==> src/rtl/flash_cluster_span_index_assert.svh <==
`ifndef FLASH_CLUSTER_SPAN_INDEX_ASSERT_SVH
`define FLASH_CLUSTER_SPAN_INDEX_ASSERT_SVH

// same-cycle implication, checked on aclk outside reset
`define FCSI_ASSERT_NOW(lbl, ante, cons, msg) \
    lbl: assert property (@(posedge aclk) disable iff (!aresetn) (ante) |-> (cons)) \
        else $error(msg);

// next-cycle implication, checked on aclk outside reset
`define FCSI_ASSERT_NEXT(lbl, ante, cons, msg) \
    lbl: assert property (@(posedge aclk) disable iff (!aresetn) (ante) |=> (cons)) \
        else $error(msg);

`endif

==> src/rtl/fcsi_ram.sv <==
`timescale 1ns / 1ps

module fcsi_ram #(
    parameter int WIDTH = 8,
    parameter int DEPTH = 16
) (
    input  logic                                  aclk,
    input  logic                                  we,
    input  logic [(DEPTH > 1 ? $clog2(DEPTH) : 1)-1:0] wr_addr,
    input  logic [WIDTH-1:0]                      wr_data,
    input  logic                                  rd_en,
    input  logic [(DEPTH > 1 ? $clog2(DEPTH) : 1)-1:0] rd_addr,
    output logic [WIDTH-1:0]                      rd_data
);

    logic [WIDTH-1:0] mem [DEPTH];
    logic [WIDTH-1:0] rd_data_reg;

    always_ff @(posedge aclk) begin
        if (we) begin
            mem[wr_addr] <= wr_data;
        end
        if (rd_en) begin
            rd_data_reg <= mem[rd_addr];
        end
    end

    assign rd_data = rd_data_reg;

endmodule
==> config.mk <==
export PLATFORM = sky130hd
export DESIGN_NAME = fcsi_ram
export DESIGN_NICKNAME = d
export VERILOG_FILES = /design/src/rtl/flash_cluster_span_index_assert.svh /design/src/rtl/fcsi_ram.sv
export SDC_FILE = /design/constraint.sdc
export NUM_CORES = 1
export LEC_CHECK = 0
export ABC_CLOCK_PERIOD_IN_PS = 1900
export BUFFER_PORTS_ARGS = -buffer_cell sky130_fd_sc_hd__buf_2
export CAP_MARGIN = 20
export CORE_MARGIN = 3
export CORE_UTILIZATION = 60
export CTS_CLUSTER_SIZE = 8
export DETAILED_ROUTE_END_ITERATION = 10
export PLACE_DENSITY = 0.83
export SLEW_MARGIN = 20
export SYNTH_ARGS = -nofsm -noshare
export SYNTH_HDL_FRONTEND = slang
export SYNTH_SLANG_ARGS = --single-unit
==> constraint.sdc <==
create_clock -name aclk -period 1.9 [get_ports aclk]
set_input_delay 0.19 -clock aclk [delete_from_list [all_inputs] [get_ports aclk]]
set_output_delay 0.19 -clock aclk [all_outputs]
set_load 0.01 [all_outputs]
After elaboration in Yosys (flattened, before gate mapping)
Memories as Yosys holds them, arrays and structs flattened. A register that Yosys moved wholly into a read port is not among the register bits.
Cells that the tools add are included.
{"block": "word_totals", "out_inout_bits": 8, "word_cells": 3, "ram_bits": 128, "in_bits": 19, "regBits": 0, "mem_count": 1}
{"name": "mem", "words": 16, "word_bits": 8, "rd": 1, "rd_ports_with_merged_regs": 1, "write_ports": 1, "line": "fcsi_ram.sv:16", "source": "logic [WIDTH-1:0] mem [DEPTH];"}
{"block": "classes", "mux": 2}
{"op": "$mux W1", "count": 2}

Depth between registers and ports, before layout
Gate-level depths: netlist of the first run.
{"block": "depth", "word_depth": 2, "ltp_mapped": 5, "depth_no_buf": 3}

Worst setup path before layout of the first run
OpenSTA, ideal clock, no wires.
{"block": "synth_path", "path_kind": "in2reg", "start": "in wr_addr[2] (netlist name)", "end": "mem mem[0][0] (enable)", "n_path_buf": 0, "arrival_ps": 1300, "path_slack_ps": 217, "t_required_ps": 1517, "cell_stages": 2, "setup_time_ps": 383, "cell_sequence": "or3b_2 nor3_1"}
{"element": "start, declared", "line": "fcsi_ram.sv:9", "source": "input logic [(DEPTH > 1 ? $clog2(DEPTH) : 1)-1:0] wr_addr,"}
{"element": "end, declared", "line": "fcsi_ram.sv:16"}
Straight into the memory's write port.

==> impl_metrics.json, run 1 <==
{
  "hold_violations": 0,
  "drive_gt1_frac": 0.3199,
  "dp_slack_ns": 0.03314,
  "first_pass_iters": 4,
  "critPathRequiredTime_ns": 2.16,
  "peakVddDrop_uv": 695.7,
  "ios": 27,
  "post-route-period-util": 0.8170,
  "rows": 33,
  "vias": 2536,
  "syn_area_um2": 5228,
  "synth_area_leader_cell": "edfxtp_1",
  "max_cap_violations": 0,
  "track_usage": 0.2375,
  "portBuffers": 26,
  "clockPowerShare": 0.448,
  "die_w_um": 99.34,
  "cts_made_buffers": 17,
  "cts.sinks": 136,
  "syn_nets": 248,
  "antenna_found_initial": 0,
  "drt_iter0_markers": 228,
  "overflow": 0,
  "worstMarginPinSlew_ns": 0.7538,
  "yosys-top-cells-area": "edfxtp_1 (78%), mux4_2 (7.8%), mux4_1 (7.0%), a22oi_1 (2.3%), nor2_1 (0.93%)",
  "cp.arrival_ns": 1.81,
  "num-nets-final": 304,
  "ys_ff_latch": 136,
  "htreeDepth": 4,
  "setup_ws_ns": 0.3477,
  "hold_path.class": "primary input to flop",
  "cts_hold_buf": 0,
  "cp_max_fo": 1,
  "fin_util": 0.7355,
  "cts.path.max_buffers": 2,
  "ys_warn_count": 0,
  "cp-end-kind": "flop",
  "critPathLaunchType": "flop",
  "synthCells": 229,
  "p_comb_frac": 0.047,
  "drv_slew": 0,
  "wirelength_um": 10290,
  "rsz0062_at_grt": "no",
  "num_antenna_cells": 0,
  "largest_reg_flops": 128,
  "path_class": "flop to flop",
  "grt_pass1_wl_um": 16280,
  "yosysTopAreaCellShare": 0.7812,
  "synthDistinctLibCells": 18,
  "p_switching_uw": 1377,
  "dp_hpwl_um": 6229,
  "antenna_left": 0,
  "grt_pass1_vias": 2668,
  "finalSetupViolations": 0,
  "dp.cells": 371,
  "cts_tree": "built",
  "p_int_uw": 5354,
  "power.leakage_uw": 0.002089,
  "start_util": 0.6268,
  "viasPerCell": 6.308,
  "grt_start_max_net_pins": 18,
  "path_clk_slew_ns": 0.06,
  "synth_area_per_cell_um2": 22.83,
  "skew_ns": 0.008246,
  "place.gp.congestion": 0.7557,
  "cts_setup_buffers": 0,
  "max_freq_mhz": 644.2,
  "die_area_um2": 9868,
  "status": "finished clean",
  "cts_root_buf": "clkbuf_8",
  "slew_headroom": 0.4956,
  "p_sw_frac": 0.2046,
  "tns_ns": 0,
  "cts_resized": 0,
  "core_um2": 8341,
  "drc": 0,
  "area_delta_synth_final_pct": 17.35,
  "seq_power_share": 0.505,
  "post_drt_wl_per_cell_um": 25.60,
  "ys_seq_area_frac": 0.7812,
  "min_period_ns": 1.552,
  "whs_ns": 0.04902,
  "powerDensity_nw_per_um2": 1097,
  "clk_latency_ns": 0.52,
  "instances_no_fill": 402,
  "die_y_um": 99.34
}
-- metrics by stage --
step                      total power (µW)  area [µm²]
after floorplan                       3634        5228
after global placement                3760        5585
after detailed placement              3776        5585
after CTS                             6776        6135
after global routing                  6937        6135
final                                 6731        6135
-- worst max-delay path, stage by stage (launching register included) --
cell and delay (ns):
edfxtp_1 0.43, mux4_1 0.59, a22oi_1 0.20, nand2_1 0.07
-- cell usage after synthesis --
| library cell | number |
|---|---|
| mux4_1 | 14 |
| a22oi_1 | 16 |
| nand3_1 | 1 |
| buf_2 | 3 |
| or3b_2 | 1 |
| and2b_1 | 1 |
| edfxtp_1 | 136 |
| clkdlybuf4s25_2 | 3 |
| and2_1 | 1 |
| nand2b_1 | 2 |
| nor3_1 | 4 |
| buf_6 | 3 |
| mux4_2 | 18 |
| nand2_1 | 9 |
| nor2b_1 | 1 |
| nand3b_1 | 2 |
| buf_4 | 1 |
| nor2_1 | 13 |
-- logic make-up (layout without fill, tap and decap cells) --
group | after synthesis | after routing | synth area share
and+or+nand+nor | 35 | 35 | 0.03136
muxes | 32 | 32 | 0.1479
buffers and inverters | 10 | 78 | 0.01651
AOI/OAI and AO/OA | 16 | 16 | 0.02298
DFF | 136 | 136 | 0.7812
-- layout make-up --
cell class	count	area [µm²]
Tap cell	105	131.4
Sequential cell	136	4084
Multi-Input combinational cell	83	1057
Fill cell	433	2206
Clock inverter	14	135.1
Clock buffer	17	414.1
Timing Repair Buffer	47	312.8
-- per-layer routing --
layer / GRT usage / vias to the layer above / routed length (µm)
met5: 0 / - / 0
met1: 0.3393 / 1299 / 3980
met3: 0.06662 / 15 / 959
met2: 0.3523 / 131 / 5155
met4: 0.1008 / 0 / 197
li1: - / 1091 / -
-- power by group through the flow --
stage	clock network, µW	logic, µW	registers, µW
after floorplan	0	171	3460
after global placement	0	302	3460
after detailed placement	0	314	3460
after CTS	3050	321	3400
after global routing	3190	343	3410
final	3010	316	3400
-- cell usage in the layout, fill, tap and decap left out --
master / count
nor2b_1: 1
mux4_1: 14
and2_1: 1
and2b_1: 1
nand3_1: 1
nor3_1: 4
nand2b_1: 2
clkbuf_8: 1
clkbuf_16: 16
nor2_1: 13
clkinv_1: 2
clkinv_4: 2
or3b_2: 1
clkinvlp_4: 4
bufinv_16: 2
nand3b_1: 2
buf_2: 26
clkinv_2: 4
edfxtp_1: 136
buf_4: 19
buf_12: 2
a22oi_1: 16
mux4_2: 18
nand2_1: 9
-- final timing paths --
path         slack [ns]  startpoint    endpoint  cells after the start
max                0.35   mem[5][3]  rd_data[3]                      3
min                0.05       rd_en  rd_data[7]                      1
max reg2reg        0.35   mem[5][3]  rd_data[3]                      3
min reg2reg        0.77  mem[11][5]  rd_data[5]                      3
(Power assumes the default switching activity.)
==> run 2: changes to the inputs <==
--- a/config.mk
+++ b/config.mk
@@ -5,7 +5,8 @@
 export SDC_FILE = /design/constraint.sdc
 export NUM_CORES = 1
 export LEC_CHECK = 0
-export ABC_CLOCK_PERIOD_IN_PS = 1900
+export ABC_AREA = 1
+export ABC_CLOCK_PERIOD_IN_PS = 1600
 export BUFFER_PORTS_ARGS = -buffer_cell sky130_fd_sc_hd__buf_2
 export CAP_MARGIN = 20
 export CORE_MARGIN = 3
==> constraint.sdc (replaced) <==
create_clock -name aclk -period 1.6 [get_ports aclk]
set_input_delay 0.16 -clock aclk [delete_from_list [all_inputs] [get_ports aclk]]
set_output_delay 0.16 -clock aclk [all_outputs]
set_load 0.01 [all_outputs]
==> impl_metrics.json, run 2 <==
{
  "status": "finished clean",
  "syn_nets": 570,
  "reg2reg_from": "mem[9][5]",
  "cts_setup_buffers": 0,
  "critPathRequiredTime_ns": 1.44,
  "worst-r2r-cell-count": 6,
  "drive_gt1_frac": 0.1269,
  "largest_reg_flops": 128,
  "min_period_ns": 1.276,
  "yosys-top-cells-area": "edfxtp_1 (70%), nand2_1 (11%), nand3_1 (8.3%), inv_1 (6.4%), buf_6 (1.2%)",
  "drc": 0,
  "ys_seq_area_frac": 0.6985,
  "drv_slew": 0,
  "ios": 27,
  "hold_violations": 0,
  "layout_common_cells": "nand2_1 (173), edfxtp_1 (136), inv_1 (100), nand3_1 (97), buf_2 (26)",
  "fillCellCount": 694,
  "die_area_um2": 10970,
  "hold_path.class": "primary input to flop",
  "ys_ff_latch": 136,
  "finalSetupViolations": 0,
  "synth_edf_count": 136,
  "layout_commonest_cell": "nand2_1",
  "yosysTopAreaCellShare": 0.6985,
  "peakVddDrop_uv": 837.0,
  "rsz0062_at_grt": "no",
  "min-delay-start": "wr_data[7]",
  "synthCells": 551,
  "area_delta_synth_final_pct": 16.50,
  "place.gp.congestion": 0.8451,
  "drt_iter0_markers": 447,
  "grt_start_max_net_pins": 65,
  "htreeDepth": 4,
  "total_power_uw": 8790,
  "slowest_stage": "edfxtp_1",
  "rrSetupSlack_ns": 0.41,
  "antenna_found_initial": 0,
  "async_flop_share": 0,
  "die_w_um": 104.7,
  "antenna_left": 0,
  "clk_latency_ns": 0.52,
  "path_clk_slew_ns": 0.06,
  "slowest_delay_ns": 0.43,
  "max_freq_mhz": 784.0,
  "critPathLaunchType": "flop",
  "hold_end": "mem[1][7]",
  "max_cap_violations": 0,
  "cts_resized": 0,
  "min_path_cells": 1,
  "wirelength_um": 13220,
  "num_antenna_cells": 0,
  "cts_root_buf": "clkbuf_8",
  "cp-end-kind": "output port",
  "num-nets-final": 613,
  "core_um2": 9371,
  "cp_max_fo": 1,
  "cts_made_buffers": 17,
  "rows": 35,
  "synthDistinctLibCells": 11,
  "post_drt_wl_per_cell_um": 17.96,
  "path_class": "flop to output port",
  "syn_area_um2": 5847,
  "cp.arrival_ns": 1.12,
  "powerDensity_nw_per_um2": 1290,
  "post-route-period-util": 0.7972,
  "cts_tree": "built",
  "critPathBufInv": 1,
  "crit_family": "flip-flops",
  "synthTopCellsByCount": "nand2_1 (173), edfxtp_1 (136), inv_1 (100)",
  "start_util": 0.6239,
  "synth_area_per_cell_um2": 10.61,
  "whs_ns": 0.05968,
  "cts_hold_buf": 1,
  "synth_flop_cell": "edfxtp_1",
  "track_usage": 0.2581,
  "skew_ns": 0.004652,
  "synth_area_leader_cell": "edfxtp_1",
  "viasPerCell": 5.485,
  "slew_headroom": 0.6033,
  "cts.path.max_buffers": 2,
  "first_pass_iters": 5,
  "post-synth-top-count-cell": "nand2_1",
  "crit_path_cell_trace": "buf_2",
  "overflow": 0,
  "portBuffers": 26,
  "worstMarginPinSlew_ns": 0.5942,
  "die_y_um": 104.7,
  "tns_ns": 0,
  "vias": 4037,
  "power.leakage_uw": 0.002961,
  "r2r_end": "rd_data[5]",
  "cts.sinks": 136,
  "grt_pass1_wl_um": 20960,
  "grt_pass1_vias": 4061,
  "dp_hpwl_um": 7877,
  "ys_warn_count": 0
}
## run 2: cell count changes in the layout (fill, tap and decap cells not counted), moves of 3 or more
cell / before / now
nand2_1: 9 / 173
inv_1: 0 / 100
bufinv_16: 2 / 6
nand3_1: 1 / 97
a22oi_1: 16 / 0
nor2_1: 13 / 17
nor3_1: 4 / 0
mux4_1: 14 / 0
clkinv_2: 4 / 1
mux4_2: 18 / 0
## run 2: kinds of logic after synthesis
logic type | Yosys count | synth area share
flip-flops | 136 | 0.6985
AND/OR/NAND/NOR | 289 | 0.2076
buffers and inverters | 126 | 0.09394
## run 2: worst max path at each step
stage,from,to,cells after the start
3_3_place_gp,rd_addr[0],rd_data[6],8
3_5_place_dp,rd_addr[0],rd_data[1],8
5_1_grt,rd_data[3],rd_data[3],1
2_1_floorplan,wr_addr[2],mem[10][0],2
6_report,rd_data[6],rd_data[6],1
4_1_cts,rd_data[3],rd_data[3],1
## run 2: layout make-up
| class | instances | area [µm²] | area share |
|---|---|---|---|
| clock buffer | 18 | 417.9 | 0.06135 |
| multi-input combinational | 289 | 1214 | 0.1782 |
| inverter | 102 | 382.9 | 0.05621 |
| timing repair buffer | 48 | 322.8 | 0.04739 |
| clock inverter | 14 | 229.0 | 0.03362 |
| tap | 129 | 161.4 | 0.02370 |
| sequential | 136 | 4084 | 0.5996 |
## run 2: worst register-to-register path, cell delays in order (launching register included)
cell and delay [ns]:
edfxtp_1 0.37, inv_1 0.06, nand2_1 0.05, nand3_1 0.09, nand3_1 0.10, nand3_1 0.15
nand2_1 0.12
## run 2: power breakdown
| group | switching (µW) | internal [µW] |
|---|---|---|
| clock | 1420 | 2830 |
| sequential | 25.0 | 4020 |
| combinational | 354 | 143 |
| total | 1800 | 6990 |
## run 2: per-stage QoR
step,worst slack [ns],cell area (µm²),std cells,utilization
2_1_floorplan,0.4892,5847,551,-
6_report,0.3245,6812,736,0.7268
5_1_grt,0.2998,6812,736,0.7268
4_1_cts,0.3073,6812,736,0.7268
3_5_place_dp,0.1672,6155,703,0.6567
3_3_place_gp,0.2310,6155,703,0.6567
## run 2: metal layers
| metal | up-vias | wire, µm | global-route usage | share of wire |
|---|---|---|---|---|
| met3 | 25 | 1008 | 0.06115 | 0.076 |
| li1 | 1871 | - | - | - |
| met1 | 1952 | 5329 | 0.3329 | 0.40 |
| met2 | 189 | 6671 | 0.4290 | 0.50 |
| met4 | 0 | 206 | 0.09653 | 0.016 |
| met5 | - | 0 | 0 | 0 |
